--- src/sv/sbl_pkg.sv ---
`default_nettype none
package sbl_pkg;

    // Reading buffer geometry
    localparam int BUFFER_DEPTH = 16;
    localparam int MAX_RESULTS  = 16;
    localparam int ADDR_W       = $clog2(BUFFER_DEPTH);
    localparam int CNT_W        = $clog2(BUFFER_DEPTH + 1);
    localparam int IDX_W        = $clog2(MAX_RESULTS);
    localparam int NUM_W        = $clog2(MAX_RESULTS + 1);

    // Stream widths
    localparam int S_TDATA_W = 40;
    localparam int M_TDATA_W = 48;

    // Register map
    localparam int PADDR_W = 4;
    localparam logic [1:0] REG_HUM_DELTA  = 2'd0;
    localparam logic [1:0] REG_TEMP_DELTA = 2'd1;
    localparam logic [1:0] REG_BATCH_SIZE = 2'd2;

    localparam logic [15:0] HUM_DELTA_RST  = 16'd500;
    localparam logic [15:0] TEMP_DELTA_RST = 16'd100;
    localparam logic [4:0]  BATCH_SIZE_RST = 5'd8;

    // Event codes
    localparam logic [2:0] ACT_START       = 3'd0;
    localparam logic [2:0] ACT_INITIALIZED = 3'd1;
    localparam logic [2:0] ACT_WAKE        = 3'd2;
    localparam logic [2:0] ACT_READING     = 3'd3;
    localparam logic [2:0] ACT_SENT        = 3'd4;
    localparam logic [2:0] ACT_BLINKED     = 3'd5;
    localparam logic [2:0] ACT_ERROR       = 3'd6;

    // Command codes
    localparam logic [2:0] CMD_INIT   = 3'd0;
    localparam logic [2:0] CMD_TAKE   = 3'd1;
    localparam logic [2:0] CMD_SLEEP  = 3'd2;
    localparam logic [2:0] CMD_SEND   = 3'd3;
    localparam logic [2:0] CMD_FATAL  = 3'd4;
    localparam logic [2:0] CMD_SINGLE = 3'd5;

    // Error codes
    localparam logic [7:0] ERR_FULL     = 8'd0;
    localparam logic [7:0] ERR_MISMATCH = 8'd1;
    localparam logic [7:0] ERR_NONE     = 8'd0;

    typedef struct packed {
        logic signed [15:0] temp;
        logic [13:0]        hum;
    } reading_t;

    typedef struct packed {
        logic              wr_en;
        logic [ADDR_W-1:0] wr_addr;
        logic              rd_en;
        logic [ADDR_W-1:0] rd_addr;
    } store_ctl_t;

endpackage
`default_nettype wire

--- src/sv/sbl_store.sv ---
`default_nettype none
module sbl_store (
    input  wire logic              aclk,
    input  wire sbl_pkg::store_ctl_t ctl,
    input  wire sbl_pkg::reading_t wr_data,
    output sbl_pkg::reading_t      rd_data
);
    import sbl_pkg::*;

    reading_t mem [BUFFER_DEPTH];
    reading_t rd_data_reg;

    always_ff @(posedge aclk) begin
        if (ctl.wr_en) begin
            mem[ctl.wr_addr] <= wr_data;
        end
        if (ctl.rd_en) begin
            rd_data_reg <= mem[ctl.rd_addr];
        end
    end

    assign rd_data = rd_data_reg;

endmodule
`default_nettype wire

--- src/sv/sbl_cmp.sv ---
`default_nettype none
module sbl_cmp (
    input  wire logic signed [16:0] latest,
    input  wire logic signed [16:0] first,
    input  wire logic [15:0]        delta,
    output logic                    exceeds
);
    import sbl_pkg::*;

    logic signed [17:0] rise;

    // Signed rise against the unsigned threshold
    always_comb begin
        rise    = 18'(latest) - 18'(first);
        exceeds = rise > $signed({2'b00, delta});
    end

endmodule
`default_nettype wire

--- src/sv/sensor_batch_logger_fsm.sv ---
`default_nettype none
// Channel   Dir  Handshake          Payload
// s_        in   s_tvalid/s_tready  s_tuser: action; s_tdata: temperature, humidity, error_in
// m_        out  m_tvalid/m_tready  m_tuser: command; m_tdata: error_out, out_temperature,
//                                   out_humidity, reading_index; m_tlast: last
// APB       in   psel/penable/pready registers: humidity delta, temperature delta, batch size
//
// An event is latched, decoded, and then loaded into the output register;
// a reading with more than two held also makes two passes through the shared
// subtract/compare unit. A transmit replays its n readings at one beat per cycle, while
// m_tready stays high, from the single read port of the reading buffer.
// aresetn is synchronous, active low; it clears phase, held count, sequencer and registers.
// The buffer has no reset; only entries written since the last start are read.
// m_tready low holds a valid output register and stalls the sequencer in its send and emit states until it drains.
module sensor_batch_logger_fsm (
    input  wire logic                            aclk,
    input  wire logic                            aresetn,
    // s_tdata: [15:0] temperature, [29:16] humidity, [37:30] error_in
    input  wire logic [sbl_pkg::S_TDATA_W-1:0]   s_tdata,
    // s_tuser: [2:0] action
    input  wire logic [2:0]                      s_tuser,
    input  wire logic                            s_tvalid,
    output logic                                 s_tready,
    // m_tdata: [7:0] error_out, [23:8] out_temperature, [37:24] out_humidity,
    //          [41:38] reading_index
    output logic [sbl_pkg::M_TDATA_W-1:0]        m_tdata,
    // m_tuser: [2:0] command
    output logic [2:0]                           m_tuser,
    output logic                                 m_tlast,
    output logic                                 m_tvalid,
    input  wire logic                            m_tready,
    input  wire logic                            psel,
    input  wire logic                            penable,
    input  wire logic                            pwrite,
    input  wire logic [sbl_pkg::PADDR_W-1:0]     paddr,
    input  wire logic [31:0]                     pwdata,
    output logic [31:0]                          prdata,
    output logic                                 pready
);
    import sbl_pkg::*;

    typedef enum logic [6:0] {
        S_IDLE     = 7'b0000001,
        S_DECIDE   = 7'b0000010,
        S_CMP_HUM  = 7'b0000100,
        S_CMP_TEMP = 7'b0001000,
        S_FETCH    = 7'b0010000,
        S_SEND     = 7'b0100000,
        S_EMIT     = 7'b1000000
    } seq_t;

    typedef enum logic [4:0] {
        PH_UNSTARTED = 5'b00001,
        PH_INIT      = 5'b00010,
        PH_TAKING    = 5'b00100,
        PH_WAITING   = 5'b01000,
        PH_TRANSMIT  = 5'b10000
    } phase_t;

    // Configuration registers
    logic [15:0] hum_delta_reg;
    logic [15:0] temp_delta_reg;
    logic [4:0]  batch_size_reg;
    logic        cfg_wr;
    logic [1:0]  cfg_sel;

    // Sequencer and block state
    seq_t              state_reg, state_next;
    phase_t            phase_reg, phase_next;
    logic [CNT_W-1:0]  held_reg, held_next;
    logic [CNT_W-1:0]  held_inc;
    logic              dev_reg, dev_next;
    logic [IDX_W-1:0]  k_reg, k_next;
    logic [NUM_W-1:0]  n_reg, n_next;
    logic [2:0]        pend_cmd_reg, pend_cmd_next;
    logic [7:0]        pend_err_reg, pend_err_next;

    // Latched event
    logic [2:0]        act_reg;
    reading_t          in_rd_reg;
    logic [7:0]        err_in_reg;
    logic              s_accept;

    // Buffer and shared compare unit
    store_ctl_t        ctl;
    reading_t          rd_data;
    logic signed [16:0] cmp_latest;
    logic signed [16:0] cmp_first;
    logic [15:0]       cmp_delta;
    logic              cmp_exceeds;

    // Output register
    logic                 out_free;
    logic                 out_load;
    logic [2:0]           out_cmd;
    logic [7:0]           out_err;
    reading_t             out_rd;
    logic [3:0]           out_idx;
    logic                 out_last;
    logic                 m_tvalid_reg;
    logic [M_TDATA_W-1:0] m_tdata_reg;
    logic [2:0]           m_tuser_reg;
    logic                 m_tlast_reg;

    function automatic logic [NUM_W-1:0] clip_count(input logic [CNT_W-1:0] h);
        if (32'(h) >= 32'(MAX_RESULTS)) begin
            return NUM_W'(MAX_RESULTS);
        end
        return NUM_W'(h);
    endfunction

    function automatic logic count_hit(input logic [CNT_W-1:0] h, input logic [4:0] b);
        return 32'(h) >= 32'(b);
    endfunction

    // APB register file
    assign pready  = 1'b1;
    assign cfg_wr  = psel && penable && pwrite;
    assign cfg_sel = paddr[3:2];

    always_ff @(posedge aclk) begin
        if (!aresetn) begin
            hum_delta_reg  <= HUM_DELTA_RST;
            temp_delta_reg <= TEMP_DELTA_RST;
            batch_size_reg <= BATCH_SIZE_RST;
        end else if (cfg_wr) begin
            unique case (cfg_sel)
                REG_HUM_DELTA:  hum_delta_reg  <= pwdata[15:0];
                REG_TEMP_DELTA: temp_delta_reg <= pwdata[15:0];
                REG_BATCH_SIZE: batch_size_reg <= pwdata[4:0];
                default: ;
            endcase
        end
    end

    always_comb begin
        unique case (cfg_sel)
            REG_HUM_DELTA:  prdata = {16'd0, hum_delta_reg};
            REG_TEMP_DELTA: prdata = {16'd0, temp_delta_reg};
            REG_BATCH_SIZE: prdata = {27'd0, batch_size_reg};
            default:        prdata = 32'd0;
        endcase
    end

    // Input latch
    assign s_tready = (state_reg == S_IDLE);
    assign s_accept = s_tvalid && s_tready;

    always_ff @(posedge aclk) begin
        if (s_accept) begin
            act_reg        <= s_tuser;
            in_rd_reg.temp <= s_tdata[15:0];
            in_rd_reg.hum  <= s_tdata[29:16];
            err_in_reg     <= s_tdata[37:30];
        end
    end

    sbl_store u_store (
        .aclk    (aclk),
        .ctl     (ctl),
        .wr_data (in_rd_reg),
        .rd_data (rd_data)
    );

    // Humidity pass first, temperature pass second
    always_comb begin
        if (state_reg == S_CMP_HUM) begin
            cmp_latest = $signed({3'b000, in_rd_reg.hum});
            cmp_first  = $signed({3'b000, rd_data.hum});
            cmp_delta  = hum_delta_reg;
        end else begin
            cmp_latest = 17'(in_rd_reg.temp);
            cmp_first  = 17'(rd_data.temp);
            cmp_delta  = temp_delta_reg;
        end
    end

    sbl_cmp u_cmp (
        .latest  (cmp_latest),
        .first   (cmp_first),
        .delta   (cmp_delta),
        .exceeds (cmp_exceeds)
    );

    assign out_free = !m_tvalid_reg || m_tready;
    assign held_inc = held_reg + CNT_W'(1);

    // Sequencer
    always_comb begin
        state_next    = state_reg;
        phase_next    = phase_reg;
        held_next     = held_reg;
        dev_next      = dev_reg;
        k_next        = k_reg;
        n_next        = n_reg;
        pend_cmd_next = pend_cmd_reg;
        pend_err_next = pend_err_reg;
        ctl           = '0;
        out_load      = 1'b0;
        out_cmd       = pend_cmd_reg;
        out_err       = pend_err_reg;
        out_rd        = '0;
        out_idx       = '0;
        out_last      = 1'b1;

        unique case (state_reg)
            S_IDLE: begin
                if (s_accept) begin
                    state_next = S_DECIDE;
                end
            end

            S_DECIDE: begin
                state_next    = S_EMIT;
                pend_err_next = ERR_NONE;
                pend_cmd_next = CMD_FATAL;
                dev_next      = 1'b0;
                unique case (act_reg)
                    ACT_START: begin
                        phase_next    = PH_INIT;
                        held_next     = '0;
                        pend_cmd_next = CMD_INIT;
                    end
                    ACT_INITIALIZED: begin
                        if (phase_reg == PH_INIT) begin
                            phase_next    = PH_TAKING;
                            pend_cmd_next = CMD_TAKE;
                        end else begin
                            pend_err_next = ERR_MISMATCH;
                        end
                    end
                    ACT_WAKE: begin
                        if (phase_reg == PH_WAITING) begin
                            phase_next    = PH_TAKING;
                            pend_cmd_next = CMD_TAKE;
                        end else begin
                            pend_err_next = ERR_MISMATCH;
                        end
                    end
                    ACT_READING: begin
                        if (phase_reg != PH_TAKING) begin
                            pend_err_next = ERR_MISMATCH;
                        end else if (held_reg == CNT_W'(BUFFER_DEPTH)) begin
                            pend_err_next = ERR_FULL;
                        end else begin
                            // store, then either compare against entry 0 or test count
                            ctl.wr_en   = 1'b1;
                            ctl.wr_addr = ADDR_W'(held_reg);
                            held_next   = held_inc;
                            if (32'(held_reg) >= 32'd2) begin
                                ctl.rd_en   = 1'b1;
                                ctl.rd_addr = '0;
                                state_next  = S_CMP_HUM;
                            end else if (count_hit(held_inc, batch_size_reg)) begin
                                phase_next = PH_TRANSMIT;
                                n_next     = clip_count(held_inc);
                                state_next = S_FETCH;
                            end else begin
                                phase_next    = PH_WAITING;
                                pend_cmd_next = CMD_SLEEP;
                            end
                        end
                    end
                    ACT_SENT: begin
                        if (phase_reg == PH_TRANSMIT) begin
                            held_next     = '0;
                            phase_next    = PH_WAITING;
                            pend_cmd_next = CMD_SLEEP;
                        end else if (phase_reg == PH_TAKING) begin
                            pend_cmd_next = CMD_TAKE;
                        end else begin
                            pend_err_next = ERR_MISMATCH;
                        end
                    end
                    ACT_BLINKED: begin
                        if (phase_reg == PH_TRANSMIT) begin
                            phase_next    = PH_WAITING;
                            pend_cmd_next = CMD_SLEEP;
                        end else if (phase_reg == PH_TAKING) begin
                            pend_cmd_next = CMD_TAKE;
                        end else begin
                            pend_err_next = ERR_MISMATCH;
                        end
                    end
                    ACT_ERROR: begin
                        pend_cmd_next = CMD_SINGLE;
                        pend_err_next = err_in_reg;
                    end
                    default: begin
                        pend_err_next = ERR_MISMATCH;
                    end
                endcase
            end

            S_CMP_HUM: begin
                dev_next   = cmp_exceeds;
                state_next = S_CMP_TEMP;
            end

            S_CMP_TEMP: begin
                if (dev_reg || cmp_exceeds || count_hit(held_reg, batch_size_reg)) begin
                    phase_next = PH_TRANSMIT;
                    n_next     = clip_count(held_reg);
                    state_next = S_FETCH;
                end else begin
                    phase_next    = PH_WAITING;
                    pend_cmd_next = CMD_SLEEP;
                    pend_err_next = ERR_NONE;
                    state_next    = S_EMIT;
                end
            end

            S_FETCH: begin
                ctl.rd_en   = 1'b1;
                ctl.rd_addr = '0;
                k_next      = '0;
                state_next  = S_SEND;
            end

            S_SEND: begin
                // one buffered reading per beat; prefetch the next as this one loads
                out_cmd  = CMD_SEND;
                out_err  = ERR_NONE;
                out_rd   = rd_data;
                out_idx  = 4'(k_reg);
                out_last = (NUM_W'(k_reg) + NUM_W'(1)) == n_reg;
                if (out_free) begin
                    out_load = 1'b1;
                    if (out_last) begin
                        state_next = S_IDLE;
                    end else begin
                        k_next      = k_reg + IDX_W'(1);
                        ctl.rd_en   = 1'b1;
                        ctl.rd_addr = ADDR_W'(k_reg + IDX_W'(1));
                    end
                end
            end

            S_EMIT: begin
                if (out_free) begin
                    out_load   = 1'b1;
                    state_next = S_IDLE;
                end
            end

            default: begin
                state_next = S_IDLE;
            end
        endcase
    end

    always_ff @(posedge aclk) begin
        if (!aresetn) begin
            state_reg <= S_IDLE;
            phase_reg <= PH_UNSTARTED;
            held_reg  <= '0;
        end else begin
            state_reg <= state_next;
            phase_reg <= phase_next;
            held_reg  <= held_next;
        end
    end

    always_ff @(posedge aclk) begin
        dev_reg      <= dev_next;
        k_reg        <= k_next;
        n_reg        <= n_next;
        pend_cmd_reg <= pend_cmd_next;
        pend_err_reg <= pend_err_next;
    end

    // Output register: hold the beat until taken
    always_ff @(posedge aclk) begin
        if (!aresetn) begin
            m_tvalid_reg <= 1'b0;
        end else if (out_load) begin
            m_tvalid_reg <= 1'b1;
        end else if (m_tready) begin
            m_tvalid_reg <= 1'b0;
        end
    end

    always_ff @(posedge aclk) begin
        if (out_load) begin
            m_tdata_reg <= {6'd0, out_idx, out_rd.hum, out_rd.temp, out_err};
            m_tuser_reg <= out_cmd;
            m_tlast_reg <= out_last;
        end
    end

    assign m_tvalid = m_tvalid_reg;
    assign m_tdata  = m_tdata_reg;
    assign m_tuser  = m_tuser_reg;
    assign m_tlast  = m_tlast_reg;

endmodule
`default_nettype wire
--- config.mk ---
export PLATFORM = sky130hd
export DESIGN_NAME = sensor_batch_logger_fsm
export DESIGN_NICKNAME = d
export VERILOG_FILES = /design/src/sv/sbl_pkg.sv /design/src/sv/sbl_store.sv /design/src/sv/sbl_cmp.sv /design/src/sv/sensor_batch_logger_fsm.sv
export SDC_FILE = /design/constraint.sdc
export NUM_CORES = 1
export LEC_CHECK = 0
export BUFFER_PORTS_ARGS = -buffer_cell sky130_fd_sc_hd__buf_2
export CORE_MARGIN = 2
export CORE_UTILIZATION = 50
export CTS_CLUSTER_DIAMETER = 120
export DETAILED_ROUTE_END_ITERATION = 16
export MAX_ROUTING_LAYER = met4
export PLACE_DENSITY_LB_ADDON = 0.08
export SYNTH_ARGS = -nofsm -noshare
export SYNTH_HDL_FRONTEND = slang
export SYNTH_SLANG_ARGS = --single-unit
--- constraint.sdc ---
create_clock -name aclk -period 8 [get_ports aclk]
set_input_delay 2.4 -clock aclk [delete_from_list [all_inputs] [get_ports aclk]]
set_output_delay 2.4 -clock aclk [all_outputs]
set_load 0.02 [all_outputs]
==> metrics.txt <==
Num CTS Buffers=71; starting density of the core=50.8%; share of cells above drive strength 1=17.5%; count leader, synth=edfxtp_1; first-pass GRT wire length=108000 microns; R2R setup slack=1.24 ns; Detail Route Antenna Nets=0; register area share after synthesis=69.8%; vias in the first global route=16500; final WL=73800 microns; Hold Crit Class=flip-flop to flip-flop; crit path max fanout=11; minimum clock period=6.76 ns; DR WL/cell=25.5 microns; Sink Count=673; Area contributors post-synth=edfxtp_1 66%, dfxtp_1 3.9%, mux2i_1 3.9%; Setup WS pre-CTS=1.17 ns; status=complete, no violations; Synth area leader=edfxtp_1; final worst setup slack=1.24 ns; critical path arrival=7.04 ns; Clock Skews=0.0237 ns; WP data required=8.29 ns; core area=0.0554 sq mm; Setup Buffers After CTS=0; EDFF count, synth=618; number of max-cap violations=0; initial DRC count=1764; fin area=0.0320 sq mm; f_max=148 MHz; synthesis-to-finish area growth=13.7%; total track usage=26.3%; top post-synthesis cells by count=618 x edfxtp_1, 146 x nand2_1, 110 x mux2i_1; top cell type's share of synthesized area=65.9%; Pins Over Slew Limit=0; # H-tree levels=3; Largest register FFs=480; CTS resizes=0; CP startpoint=state_reg[4]; Worst Tran Pin Value=1.13 ns; ys async rst share=0%; Die Area=0.0582 sq mm; Gate Count Post-Synth=1940; largest net degree at the start of global routing=69; Syn Area/Cell=14.5 sq um; dominant synthesized flop cell=edfxtp_1; clock buffer depth=3; Die Ht=241 microns; Core Util, Final=57.8%; hold wc startpoint=phase_reg[0]; slew margin rel.=23.9%; worst skew pair latency=0.61 ns; Hold-fix buffers, CTS=0; CP endpoint=n_reg[4]; Setup TNS Final=0 ns; PwrDens=233 mW/mm^2; Via Count=17300; gpl congestion=0.905; end of the worst register-to-register path=n_reg[4]; initial antenna violation count=2; WS Path Type=flip-flop to flip-flop; CP Capture Type=flip-flop; TritonCTS clock tree=done; placed cell area=0.0297 sq mm; Worst R2R Start=state_reg[4]; final hold viol count=0; grt total ovfl=0; Lkg Pwr=11.1 nW; fin crit share=84.5%; Max VDD drop=139 uV; # setup viols final=0; detailed placer's ending HPWL=42900 microns; post-synth cell types=80; CTS clk-pin slew, worst paths=0.06 ns; # nets final=2216; Startpoint Class=flip-flop; port bufs=129; Cell Area, Synth=0.0282 sq mm; unrepaired setup endpoints after global routing=no; #FFs+latches synth=673; I/O pin count=173; Fin Hold WS=0.468 ns; Die W=241 microns; drt pass-1 iters=6; vias per cell=6.00; Residual DRC=0; row count=86; FF-to-FF path depth=22; yosys warns=0; CTS Root Cell=clkbuf_16
==> worst max-delay path: stages, from the launching register on <==
cell and delay (ns):
dfxtp_1 0.36, or3_1 0.40, nor3_1 0.28, nand3b_1 0.56
mux2i_1 0.46, inv_1 0.08, ha_1 0.27, nor2b_1 0.14
o31a_1 0.27, o31a_1 0.31, a2111oi_0 0.41, nor3_1 0.18
a21o_1 0.21, a21oi_1 0.16, xnor2_1 0.09, ha_1 0.29
and4_1 0.16, nand3_1 0.11, or4_1 0.51, o31ai_1 0.13
a21oi_1 0.22, o31ai_1 0.52, nand2_1 0.28
==> report_power, final <==
part	total (mW)	switching, mW	internal [mW]
Sequential	3.97	0.0712	3.90
Combinational	0.232	0.148	0.0841
Clock	3.24	1.33	1.91
Total	7.44	1.55	5.90
==> per-stage QoR <==
stage               power (mW)  std cells
finish                    7.44       2890
detailed placement        4.28       2759
global route              7.67       2889
global placement          4.27       2759
CTS                       7.51       2889
floorplan                 4.18       1961
==> worst min-delay path by stage <==
| stage | to | slack, ns | cells after the start |
|---|---|---|---|
| after global placement | phase_reg[0] | 0.45 | 2 |
| after global routing | phase_reg[0] | 0.49 | 2 |
| final | phase_reg[0] | 0.47 | 2 |
| after CTS | phase_reg[0] | 0.47 | 2 |
| after detailed placement | phase_reg[0] | 0.46 | 2 |
| after floorplan | phase_reg[0] | 0.44 | 2 |
==> metal layers <==
layer | track usage [%] | share of wire [%]
met4 | 8.06 | 2.5
met5 | - | 0
met3 | 3.58 | 7.5
met1 | 37.0 | 44
met2 | 40.3 | 46
==> kinds of logic after synthesis <==
| kind of cell | share of synthesized area, % |
|---|---|
| AOI/OAI and AO/OA | 9.64 |
| xor gates and xnor gates | 0.853 |
| adders and majority gates | 2.07 |
| buffers and inverters | 2.46 |
| DFF | 69.8 |
| muxes | 6.07 |
| other | 0.0267 |
| and+or+nand+nor | 9.05 |
==> placed cells by master, fill, tap and decap left out, types with 20 or more instances in the layout <==
cell type,synthesis,routed
a21oi_1,65,64
and2_1,49,48
buf_2,19,129
buf_4,26,49
clkbuf_16,0,76
clkinv_1,1,20
conb_1,2,23
dfxtp_1,55,55
edfxtp_1,618,618
ha_1,45,45
mux2_2,54,54
mux2i_1,110,110
nand2_1,146,146
nand3_1,30,29
nand4_1,25,25
nor2_1,87,73
nor3_1,25,23
o211ai_1,54,54
o21ai_0,62,62
o21bai_1,25,25
o221ai_1,62,62
or3_1,42,41
==> layout make-up <==
| cell class | instances | area, sq um |
|---|---|---|
| multi-input cells | 1138 | 8020 |
| clock inverters | 35 | 297 |
| fillers | 4361 | 23400 |
| repair buffers | 179 | 1030 |
| well taps | 748 | 936 |
| inverters | 21 | 78.8 |
| clock buffers | 95 | 1990 |
| flip-flops and latches | 673 | 19700 |
| diodes | 1 | 2.50 |
Note: power is estimated with default switching activity, not from simulation.
